<file path="config.mk">
export PLATFORM = sky130hd
export DESIGN_NAME = conveyor_color_sorter_controller_unit
export DESIGN_NICKNAME = d
export VERILOG_FILES = /design/src/hdl/ccs_pkg.sv /design/src/hdl/ccs_cfg_regs.sv /design/src/hdl/ccs_core.sv /design/src/hdl/conveyor_color_sorter_controller_unit.sv
export SDC_FILE = /design/constraint.sdc
export NUM_CORES = 1
export LEC_CHECK = 0
export BUFFER_PORTS_ARGS = -buffer_cell sky130_fd_sc_hd__buf_2
export CORE_UTILIZATION = 55
export CTS_BUF_LIST = sky130_fd_sc_hd__clkbuf_4 sky130_fd_sc_hd__clkbuf_8 sky130_fd_sc_hd__clkbuf_16
export CTS_CLUSTER_DIAMETER = 40
export DETAILED_ROUTE_END_ITERATION = 8
export PLACE_DENSITY = 0.72
export SYNTH_ARGS = -nofsm -noshare
export SYNTH_HDL_FRONTEND = slang
export SYNTH_SLANG_ARGS = --single-unit
</file>
<file path="constraint.sdc">
create_clock -name clk_i -period 6.5 [get_ports clk_i]
set_clock_uncertainty 0.1 [all_clocks]
set_input_delay 0.65 -clock clk_i [delete_from_list [all_inputs] [get_ports clk_i]]
set_output_delay 0.65 -clock clk_i [all_outputs]
set_load 0.01 [all_outputs]
</file>
<file path="src/hdl/ccs_pkg.sv">
`timescale 1ns / 1ps
// ----------------------------------------------------------------------------
// ccs_pkg
// Shared types and constants for the conveyor color sorter controller.
// ----------------------------------------------------------------------------
package ccs_pkg;

  localparam int unsigned ColourW = 14;
  localparam int unsigned DistW   = 8;
  localparam int unsigned TicksW  = 16;
  localparam int unsigned CfgIdxW = 3;
  localparam int unsigned CfgW    = 16;

  localparam logic [ColourW-1:0] MinStart        = ColourW'(10000);
  localparam logic [ColourW-1:0] WhiteLimitRst   = ColourW'(2500);
  localparam logic [ColourW-1:0] RedLimitRst     = ColourW'(4600);
  localparam logic [DistW-1:0]   WhiteDistRst    = DistW'(3);
  localparam logic [DistW-1:0]   RedDistRst      = DistW'(9);
  localparam logic [DistW-1:0]   BlueDistRst     = DistW'(15);
  localparam logic [TicksW-1:0]  EjectTicksRst   = TicksW'(1500);
  localparam logic [DistW-1:0]   StepMax         = {DistW{1'b1}};

  // Controller states, encoded as the phase field reports them
  typedef enum logic [1:0] {
    PH_WAIT  = 2'd0,
    PH_SENSE = 2'd1,
    PH_MOVE  = 2'd2,
    PH_EJECT = 2'd3
  } phase_e;

  typedef enum logic [1:0] {
    COL_WHITE = 2'd0,
    COL_RED   = 2'd1,
    COL_BLUE  = 2'd2,
    COL_SPARE = 2'd3
  } colour_e;

  // Configuration register indexes
  typedef enum logic [CfgIdxW-1:0] {
    CFG_WHITE_LIMIT = 3'd0,
    CFG_RED_LIMIT   = 3'd1,
    CFG_WHITE_DIST  = 3'd2,
    CFG_RED_DIST    = 3'd3,
    CFG_BLUE_DIST   = 3'd4,
    CFG_EJECT_TICKS = 3'd5
  } cfg_idx_e;

  typedef struct packed {
    logic [ColourW-1:0] white_limit;
    logic [ColourW-1:0] red_limit;
    logic [DistW-1:0]   white_distance;
    logic [DistW-1:0]   red_distance;
    logic [DistW-1:0]   blue_distance;
    logic [TicksW-1:0]  eject_ticks;
  } cfg_t;

  typedef struct packed {
    logic               entry_beam;
    logic               exit_beam;
    logic               pulse_level;
    logic [ColourW-1:0] colour_sample;
  } in_word_t;

  typedef struct packed {
    logic       conveyor_on;
    logic       compressor_on;
    logic       eject_white;
    logic       eject_red;
    logic       eject_blue;
    logic [1:0] phase;
  } out_word_t;

endpackage

</file>
<file path="src/hdl/ccs_cfg_regs.sv">
`timescale 1ns / 1ps
// ----------------------------------------------------------------------------
// ccs_cfg_regs
// Configuration register file: thresholds, travel distances, eject length.
// ----------------------------------------------------------------------------
module ccs_cfg_regs
  import ccs_pkg::*;
(
  input  logic               clk_i,
  input  logic               rst_ni,
  input  logic               cfg_we_i,
  input  logic [CfgIdxW-1:0] cfg_idx_i,
  input  logic [CfgW-1:0]    cfg_data_i,
  output cfg_t               cfg_o
);

  cfg_t cfg_q;

  // Write the addressed register, drop unknown indexes
  always_ff @(posedge clk_i or negedge rst_ni) begin
    if (!rst_ni) begin
      cfg_q.white_limit    <= WhiteLimitRst;
      cfg_q.red_limit      <= RedLimitRst;
      cfg_q.white_distance <= WhiteDistRst;
      cfg_q.red_distance   <= RedDistRst;
      cfg_q.blue_distance  <= BlueDistRst;
      cfg_q.eject_ticks    <= EjectTicksRst;
    end else if (cfg_we_i) begin
      unique case (cfg_idx_i)
        CFG_WHITE_LIMIT: cfg_q.white_limit    <= cfg_data_i[ColourW-1:0];
        CFG_RED_LIMIT:   cfg_q.red_limit      <= cfg_data_i[ColourW-1:0];
        CFG_WHITE_DIST:  cfg_q.white_distance <= cfg_data_i[DistW-1:0];
        CFG_RED_DIST:    cfg_q.red_distance   <= cfg_data_i[DistW-1:0];
        CFG_BLUE_DIST:   cfg_q.blue_distance  <= cfg_data_i[DistW-1:0];
        CFG_EJECT_TICKS: cfg_q.eject_ticks    <= cfg_data_i[TicksW-1:0];
        default: ;
      endcase
    end
  end

  assign cfg_o = cfg_q;

endmodule

</file>
<file path="src/hdl/ccs_core.sv">
`timescale 1ns / 1ps
// ----------------------------------------------------------------------------
// ccs_core
// Sorter state machine: one tick per enable, result taken from the next state.
// ----------------------------------------------------------------------------
module ccs_core
  import ccs_pkg::*;
(
  input  logic      clk_i,
  input  logic      rst_ni,
  input  logic      step_i,
  input  in_word_t  word_i,
  input  cfg_t      cfg_i,
  output out_word_t result_o
);

  phase_e              phase_q, phase_d;
  logic [ColourW-1:0]  min_q, min_d;
  logic [DistW-1:0]    target_q, target_d;
  logic [DistW-1:0]    moved_q, moved_d;
  logic                last_pulse_q, last_pulse_d;
  colour_e             colour_q, colour_d;
  logic [TicksW-1:0]   timer_q, timer_d;
  logic                conveyor_q, conveyor_d;
  logic                compressor_q, compressor_d;
  logic [ColourW-1:0]  min_now;
  logic [DistW-1:0]    moved_now;
  logic                ejecting;

  // Hold state between ticks, advance on each processed word
  always_ff @(posedge clk_i or negedge rst_ni) begin
    if (!rst_ni) begin
      phase_q      <= PH_WAIT;
      min_q        <= MinStart;
      target_q     <= '0;
      moved_q      <= '0;
      last_pulse_q <= 1'b0;
      colour_q     <= COL_BLUE;
      timer_q      <= '0;
      conveyor_q   <= 1'b0;
      compressor_q <= 1'b0;
    end else if (step_i) begin
      phase_q      <= phase_d;
      min_q        <= min_d;
      target_q     <= target_d;
      moved_q      <= moved_d;
      last_pulse_q <= last_pulse_d;
      colour_q     <= colour_d;
      timer_q      <= timer_d;
      conveyor_q   <= conveyor_d;
      compressor_q <= compressor_d;
    end
  end

  // Next state for one tick
  always_comb begin
    phase_d      = phase_q;
    min_d        = min_q;
    target_d     = target_q;
    moved_d      = moved_q;
    last_pulse_d = last_pulse_q;
    colour_d     = colour_q;
    timer_d      = timer_q;
    conveyor_d   = conveyor_q;
    compressor_d = compressor_q;

    min_now   = (word_i.colour_sample < min_q) ? word_i.colour_sample : min_q;
    moved_now = (word_i.pulse_level && !last_pulse_q && (moved_q != StepMax))
                ? moved_q + DistW'(1) : moved_q;

    unique case (phase_q)
      PH_WAIT: begin
        if (!word_i.entry_beam) begin
          phase_d    = PH_SENSE;
          conveyor_d = 1'b1;
          min_d      = MinStart;
        end
      end
      PH_SENSE: begin
        min_d = min_now;
        if (!word_i.exit_beam) begin
          phase_d      = PH_MOVE;
          moved_d      = '0;
          compressor_d = 1'b1;
          // Classify on the minimum including this tick's sample
          if (min_now < cfg_i.white_limit) begin
            target_d = cfg_i.white_distance;
            colour_d = COL_WHITE;
          end else if (min_now < cfg_i.red_limit) begin
            target_d = cfg_i.red_distance;
            colour_d = COL_RED;
          end else begin
            target_d = cfg_i.blue_distance;
            colour_d = COL_BLUE;
          end
        end
      end
      PH_MOVE: begin
        moved_d      = moved_now;
        last_pulse_d = word_i.pulse_level;
        if (moved_now >= target_q) begin
          phase_d    = PH_EJECT;
          conveyor_d = 1'b0;
          timer_d    = TicksW'(1);
        end
      end
      PH_EJECT: begin
        if (timer_q >= cfg_i.eject_ticks) begin
          phase_d = PH_WAIT;
          timer_d = '0;
        end else begin
          timer_d = timer_q + TicksW'(1);
        end
      end
      default: ;
    endcase
  end

  // Result reflects the state after this tick
  assign ejecting = (phase_d == PH_EJECT);

  always_comb begin
    result_o.conveyor_on   = conveyor_d;
    result_o.compressor_on = compressor_d;
    result_o.eject_white   = ejecting && (colour_d == COL_WHITE);
    result_o.eject_red     = ejecting && (colour_d == COL_RED);
    result_o.eject_blue    = ejecting && (colour_d != COL_WHITE) && (colour_d != COL_RED);
    result_o.phase         = phase_d;
  end

endmodule

</file>
<file path="src/hdl/conveyor_color_sorter_controller_unit.sv">
`timescale 1ns / 1ps
// ----------------------------------------------------------------------------
// conveyor_color_sorter_controller_unit
// Color-sorting conveyor controller, one sample tick per input word.
// ----------------------------------------------------------------------------
// Each input word is one sample tick of the entry and exit barriers, the pulse
// key and the color reading; each tick yields exactly one output word with the
// drive levels and phase after that tick. The block takes one word per clock
// while the output is not stalled: a word is held in the input register, the
// state machine computes its next state from it combinationally, and the result
// lands in the output register, where it is held while out_stall_i is high;
// throughput is one word per cycle without output stalls. Configuration writes
// take effect on the next clock and should be made while no word is in flight.
module conveyor_color_sorter_controller_unit
  import ccs_pkg::*;
(
  input  logic               clk_i,
  input  logic               rst_ni,
  input  logic               in_valid_i,
  output logic               in_stall_o,
  input  in_word_t           in_word_i,
  output logic               out_valid_o,
  input  logic               out_stall_i,
  output out_word_t          out_word_o,
  input  logic               cfg_we_i,
  input  logic [CfgIdxW-1:0] cfg_idx_i,
  input  logic [CfgW-1:0]    cfg_data_i
);

  cfg_t      cfg;
  out_word_t result;
  logic      in_vld_q;
  in_word_t  in_word_q;
  logic      out_vld_q;
  out_word_t out_word_q;
  logic      advance;

  ccs_cfg_regs u_cfg (
    .clk_i      (clk_i),
    .rst_ni     (rst_ni),
    .cfg_we_i   (cfg_we_i),
    .cfg_idx_i  (cfg_idx_i),
    .cfg_data_i (cfg_data_i),
    .cfg_o      (cfg)
  );

  // Move the held word into the result register when that register frees up
  assign advance    = in_vld_q && (!out_vld_q || !out_stall_i);
  assign in_stall_o = in_vld_q && !advance;

  ccs_core u_core (
    .clk_i    (clk_i),
    .rst_ni   (rst_ni),
    .step_i   (advance),
    .word_i   (in_word_q),
    .cfg_i    (cfg),
    .result_o (result)
  );

  // Input register
  always_ff @(posedge clk_i or negedge rst_ni) begin
    if (!rst_ni) begin
      in_vld_q <= 1'b0;
    end else if (!in_stall_o) begin
      in_vld_q <= in_valid_i;
    end
  end

  always_ff @(posedge clk_i) begin
    if (in_valid_i && !in_stall_o) begin
      in_word_q <= in_word_i;
    end
  end

  // Result register
  always_ff @(posedge clk_i or negedge rst_ni) begin
    if (!rst_ni) begin
      out_vld_q <= 1'b0;
    end else if (advance) begin
      out_vld_q <= 1'b1;
    end else if (!out_stall_i) begin
      out_vld_q <= 1'b0;
    end
  end

  always_ff @(posedge clk_i) begin
    if (advance) begin
      out_word_q <= result;
    end
  end

  assign out_valid_o = out_vld_q;
  assign out_word_o  = out_word_q;

endmodule

</file>
==> results.txt, run 1 <==
# nets final: 902
CP Capture Type: flop
Gpl congestion: 0.877
HPWL after DPL: 12.2 mm
RSZ-0062 raised after global routing: no
Final Core Density: 64.8%
TritonCTS clock tree: yes
Effective utilization at floorplan: 57.2%
Hold Path Class: input pin to async pin
Maximum VDD drop: 0.000269 V
Synth area leader: dfrtp_1
Pwr Density: 400 nW/um2
Ys async rst share: 83.7%
Die width: 120 um
Critical path data arrival time: 4.67 ns
Critical path class: flop to flop
Post-synth EDFFs: 24
Post-synthesis register bit count: 147
CP Launch Point: u_core.min_q[4]
CTS Root Cell: clkbuf_16
Final worst path period share: 68.9%
Internal cell power: 2.25 mW
Placement Rows: 42
Most frequent cell after synthesis: nand2_1
Switch Pwr: 1.22 mW
H-tree depth: 4
Seq pwr share: 40.0%
Clk buf depth: 2
Final Critical Period: 4.48 ns
Final wirelength: 17.1 mm
CP Launch Type: flop
Largest net degree at the start of global routing: 76
Max Freq: 223 MHz
Via count: 5,836
Worst skew pair latency: 0.42 ns
Critical path fanouts, max: 29
Die area: 14,400 um2
Max-Cap Viols: 0
DRT Pass-1 Iters: 5
First-pass GRT wire length: 28.5 mm
Status: finished, final reports clean
Avg Cell Area, Syn: 10.3 um2
Setup TNS: 0 ns
Final-report setup violation count: 0
I/O Pins: 50
RR Endpoint: u_core.target_q[2]
Critical Path RT: 6.70 ns
Synth Net Count: 850
Syn. warnings: 0
Reg-to-reg slack, setup: 2.02 ns
Initial DRC count: 416
Cell count after synthesis: 744
Number of setup buffers added after CTS: 0
Post-synth top cells: nand2_1, dfrtp_1, inv_1, o21ai_0, ha_1
Comb pwr share: 32.7%
Cts bufs inserted: 17
Hold-fix buffers at CTS: 0
Grt ovf: 0
Synth area leaders: dfrtp_1, dfstp_2, ha_1
Tot GR Track Use: 25.6%
Seq/Total Area, Yosys: 50.1%
Vias in the first global route: 5,786
Share of cells above drive strength 1: 21.0%
Pre-CTS setup slack: 2.13 ns
Number of vias per cell: 5.92
Core ar.: 13,400 um2
Lkg Pwr: 3.97 nW
Sw frac: 35.2%
PostCTS Resize Cnt: 0
DRC viols: 0
Final worst slack: 2.02 ns
IO Port Bufs: 49
Final antenna-violating net count: 0
Worst-Margin Slew: 0.938 ns
Die Ht: 120 um
CTS clk-pin slew, worst paths: 0.06 ns
Hold Vio Cnt, Final: 0
Final Slew Violations: 0
Antenna cell count: 0
Number of clock sinks: 147
P&R area growth vs syn: 13.3%
Cell area after synthesis: 7670 um2
Relative slew slack: 37.4%
Netlist cell types: 49
Final Cell Area: 8680 um2
WL per Instance: 17.4 um
Synth top area share: 29.4%
Dpl cell area: 8110 um2
Reg2Reg Depth: 18
Clock share of power: 27.4%
Reg2reg start: u_core.min_q[4]
Main flop type after synthesis: dfrtp_1
Initial antenna violation count: 0
flip-flops by register name, indices dropped and copies added (netlist names):
register	count
in_vld_q	1
in_word_q	17
out_valid_o	1
out_word_o	7
u_cfg.cfg_o	68
u_core.colour_q	2
u_core.compressor_q	1
u_core.conveyor_q	1
u_core.last_pulse_q	1
u_core.min_q	14
u_core.moved_q	8
u_core.phase_q	2
u_core.target_q	8
u_core.timer_q	16
worst max-delay path, cell delays in order (launching register included):
cell,delay [ns]
dfstp_2,0.51
inv_1,0.06
ha_1,0.32
a21o_1,0.19
a21oi_1,0.15
o211ai_1,0.12
a211oi_2,0.22
buf_4,0.30
nand2_1,0.12
o21ai_0,0.24
ha_1,0.35
a21oi_1,0.19
o21a_1,0.14
nor2_1,0.04
nor2_1,0.20
and4_1,0.28
a21oi_1,0.08
o21a_1,0.33
a221o_1,0.40
worst max-delay path by stage:
stage | cells after the start | slack [ns] | to
5_1_grt | 16 | 1.77 | u_core.target_q[2]
2_1_floorplan | 19 | 2.20 | u_core.target_q[1]
4_1_cts | 18 | 2.09 | u_core.target_q[2]
6_report | 18 | 2.02 | u_core.target_q[2]
3_3_place_gp | 18 | 2.37 | u_core.target_q[1]
3_5_place_dp | 17 | 2.13 | u_core.target_q[2]
through the flow:
stage,hold slack (ns),power (mW),std cells
3_3_place_gp,0.346,2.42,953
4_1_cts,0.167,3.47,985
2_1_floorplan,0.254,2.16,744
6_report,0.134,3.47,985
3_5_place_dp,0.363,2.51,953
5_1_grt,0.187,3.71,985
cell type report:
cell class	instances	area [um2]
clock buffers	18	433
clock inverters	14	139
fillers	1037	4720
inverters	72	270
multi-input cells	502	3480
flip-flops and latches	147	3840
well taps	176	220
repair buffers	56	300
cells by family after synthesis:
kind of cell	synth area share, %
adders and majority gates	10.6
xor gates and xnor gates	0.800
AOI/OAI and AO/OA	14.0
DFF	50.1
buffers and inverters	4.65
muxes	6.45
and+or+nand+nor	13.4
cells in the final DEF, fill, tap and decap left out, types with 5 or more instances in the layout:
cell / n
a21o_1: 15
a21oi_1: 30
a221o_1: 10
a32o_1: 7
and3_1: 6
and4_1: 5
buf_2: 48
buf_4: 8
clkbuf_16: 17
dfrtp_1: 90
dfstp_2: 33
edfxtp_1: 24
ha_1: 65
inv_1: 72
mux2_2: 43
nand2_1: 96
nand2b_1: 9
nand3_1: 39
nand4_1: 13
nor2_1: 25
nor3_1: 6
o21ai_0: 66
o311ai_1: 7
layer usage:
| layer | track usage [%] | routed length (um) | vias up |
|---|---|---|---|
| met5 | 0 | 0 | - |
| met4 | 7.27 | 273 | 0 |
| met3 | 5.89 | 784 | 24 |
| met2 | 42.5 | 8550 | 154 |
| met1 | 33.4 | 7530 | 2895 |
| li1 | - | - | 2763 |
power groups by stage:
stage          clock network (mW)  registers [mW]  logic, mW
2_1_floorplan                   0            1.33      0.837
3_3_place_gp                    0            1.38       1.05
3_5_place_dp                    0            1.39       1.12
4_1_cts                     0.960            1.38       1.13
5_1_grt                      1.00            1.41       1.29
6_report                    0.950            1.39       1.13
No activity file was read; power rests on OpenSTA's default activity.
==> run 2, diff against run 1 <==
Clock period 6.5 ns to 4.4 ns, I/O delays scaled along.
==> run 2 against run 1 <==
Effect of this change: worst hold slack worse by 0.15 ns; global-route usage fell by 0.14 points; critical path depth rose by 1; the flow now finishes with violations (negative hold slack); highest routed layer unchanged; clock power increased by 48%; sequential cell count stayed put; worst setup slack lost 1.9 ns; register-to-register slack worse by 1.9 ns; utilization is 1.2 points higher; maximum frequency increased by 5.7%; combinational power up 63%.
==> results.txt, run 2 (same netlist as run 1, synthesis figures left out) <==
Status: complete, but fails checks
Failing checks: negative hold slack
Die width: 120 um
Final worst slack: 0.166 ns
DRC viols: 0
# nets final: 911
IO Port Bufs: 49
Tot GR Track Use: 25.4%
Initial antenna violation count: 0
WL per Instance: 17.5 um
Critical path class: flop to flop
Number of vias per cell: 5.94
Critical path fanouts, max: 15
I/O Pins: 50
Max layer used: met4
Sw frac: 35.2%
Metal-1 WL: 7.38 mm
Via count: 5,907
Hold Path Class: input pin to async pin
Pwr Density: 596 nW/um2
Hold-fix buffers at CTS: 0
H-tree depth: 4
Worst-Margin Slew: 0.917 ns
Max Freq: 236 MHz
Die Ht: 120 um
Placement Rows: 42
First-pass GRT wire length: 28.0 mm
Setup TNS: 0 ns
Clk buf depth: 2
CTS Root Cell: clkbuf_16
Vias in the first global route: 5,902
Number of clock sinks: 147
Core ar.: 13,400 um2
Max reg flops: 68
Pre-CTS setup slack: 0.105 ns
Hold Vio Cnt, Final: 42
Clock share of power: 26.6%
CP Launch Type: flop
Final antenna-violating net count: 0
TritonCTS clock tree: yes
Lkg Pwr: 4.05 nW
CTS clk-pin slew, worst paths: 0.06 ns
Final worst path period share: 96.2%
Dpl cell area: 8150 um2
Gpl congestion: 0.905
Maximum VDD drop: 0.000418 V
Share of cells above drive strength 1: 23.5%
Final Cell Area: 8850 um2
Commonest non-fill, non-tap cell in the layout: nand2_1
Total power draw: 5.28 mW
Fillers: 1,034
Effective utilization at floorplan: 57.2%
Cts bufs inserted: 17
Critical Path RT: 4.61 ns
Largest net degree at the start of global routing: 59
CP Capture Type: flop
Grt ovf: 0
Final Critical Period: 4.23 ns
Switch Pwr: 1.86 mW
Initial DRC count: 442
DRT Pass-1 Iters: 5
HPWL after DPL: 12.1 mm
Final wirelength: 17.4 mm
Comb pwr share: 34.8%
WHS: -0.0201 ns
P&R area growth vs syn: 15.4%
Internal cell power: 3.42 mW
Wire length on met3: 913 um
Final Slew Violations: 0
Worst skew pair latency: 0.43 ns
Critical path data arrival time: 4.44 ns
Final-report setup violation count: 0
Commonest non-fill, non-tap cells in the layout: nand2_1, dfrtp_1, inv_1
Max-Cap Viols: 0
Die area: 14,400 um2
Relative slew slack: 38.5%
Seq pwr share: 38.6%
Antenna cell count: 0
Met2 wire length: 8.61 mm
run 2: cell types whose count changed in the layout (fill, tap and decap cells not counted), sizes merged:
| cell | previous run | this run |
|---|---|---|
| a21oi | 31 | 32 |
| buf | 56 | 62 |
| clkbuf | 18 | 20 |
| clkinv | 7 | 9 |
| clkinvlp | 4 | 2 |
| inv | 73 | 72 |
| o21a | 2 | 3 |
run 2: path summary, 6_finish.rpt:
path	endpoint	slack, ns	depth (start not counted)	from
max reg2reg	u_core.target_q[0]	0.17	19	u_core.min_q[4]
max in group asynchronous	u_cfg.cfg_o[56]	3.24	2	rst_ni
min in group clk_i	in_word_q[7]	0.08	1	in_word_i[7]
max	u_core.target_q[0]	0.17	19	u_core.min_q[4]
min	u_core.timer_q[14]	-0.02	1	rst_ni
min reg2reg	u_core.compressor_q	0.36	1	u_core.compressor_q
run 2: power groups by stage:
| stage | registers, mW | logic [mW] | clock network, mW |
|---|---|---|---|
| 2_1_floorplan | 1.96 | 1.24 | 0 |
| 3_3_place_gp | 2.03 | 1.57 | 0 |
| 3_5_place_dp | 2.05 | 1.67 | 0 |
| 4_1_cts | 2.03 | 1.69 | 1.43 |
| 5_1_grt | 2.08 | 2.06 | 1.48 |
| 6_report | 2.04 | 1.84 | 1.41 |
run 2: stage by stage:
step	utilization, %	instances
after floorplan	-	744
after global placement	60.8	956
after detailed placement	60.8	956
after CTS	65.1	988
after global routing	66.0	994
final	66.0	994
run 2: metal layers:
layer	up-vias	track usage [%]
li1	2780	-
met1	2891	30.9
met2	191	42.7
met3	45	6.18
met4	0	11.4
met5	-	0
run 2: layout make-up:
class	count	area [um2]	area share (%)
Sequential cell	147	3840	43.4
Inverter	72	270	3.05
Clock inverter	13	139	1.57
Tap cell	176	220	2.49
Timing Repair Buffer	63	383	4.33
Multi-Input combinational cell	504	3560	40.2
Clock buffer	19	440	4.98
run 2: timing repair:
| action | in CTS | in global routing |
|---|---|---|
| setup buffers | 0 | 3 |
| gates resized for setup | 0 | 20 |
| setup endpoints to repair | 0 | 10 |
run 2: critical path, cell delays in order, from the launching register on:
cell      delay (ns)
dfstp_2         0.51
inv_1           0.06
ha_1            0.31
a21o_1          0.18
a21oi_1         0.14
o211ai_1        0.12
a211oi_2        0.20
buf_4           0.17
buf_12          0.14
nand2_1         0.07
o21ai_2         0.09
ha_1            0.29
a21oi_2         0.17
nand2_1         0.07
a221o_1         0.36
nand2_2         0.10
and4_4          0.24
a21oi_1         0.10
o21a_2          0.33
a221o_1         0.35
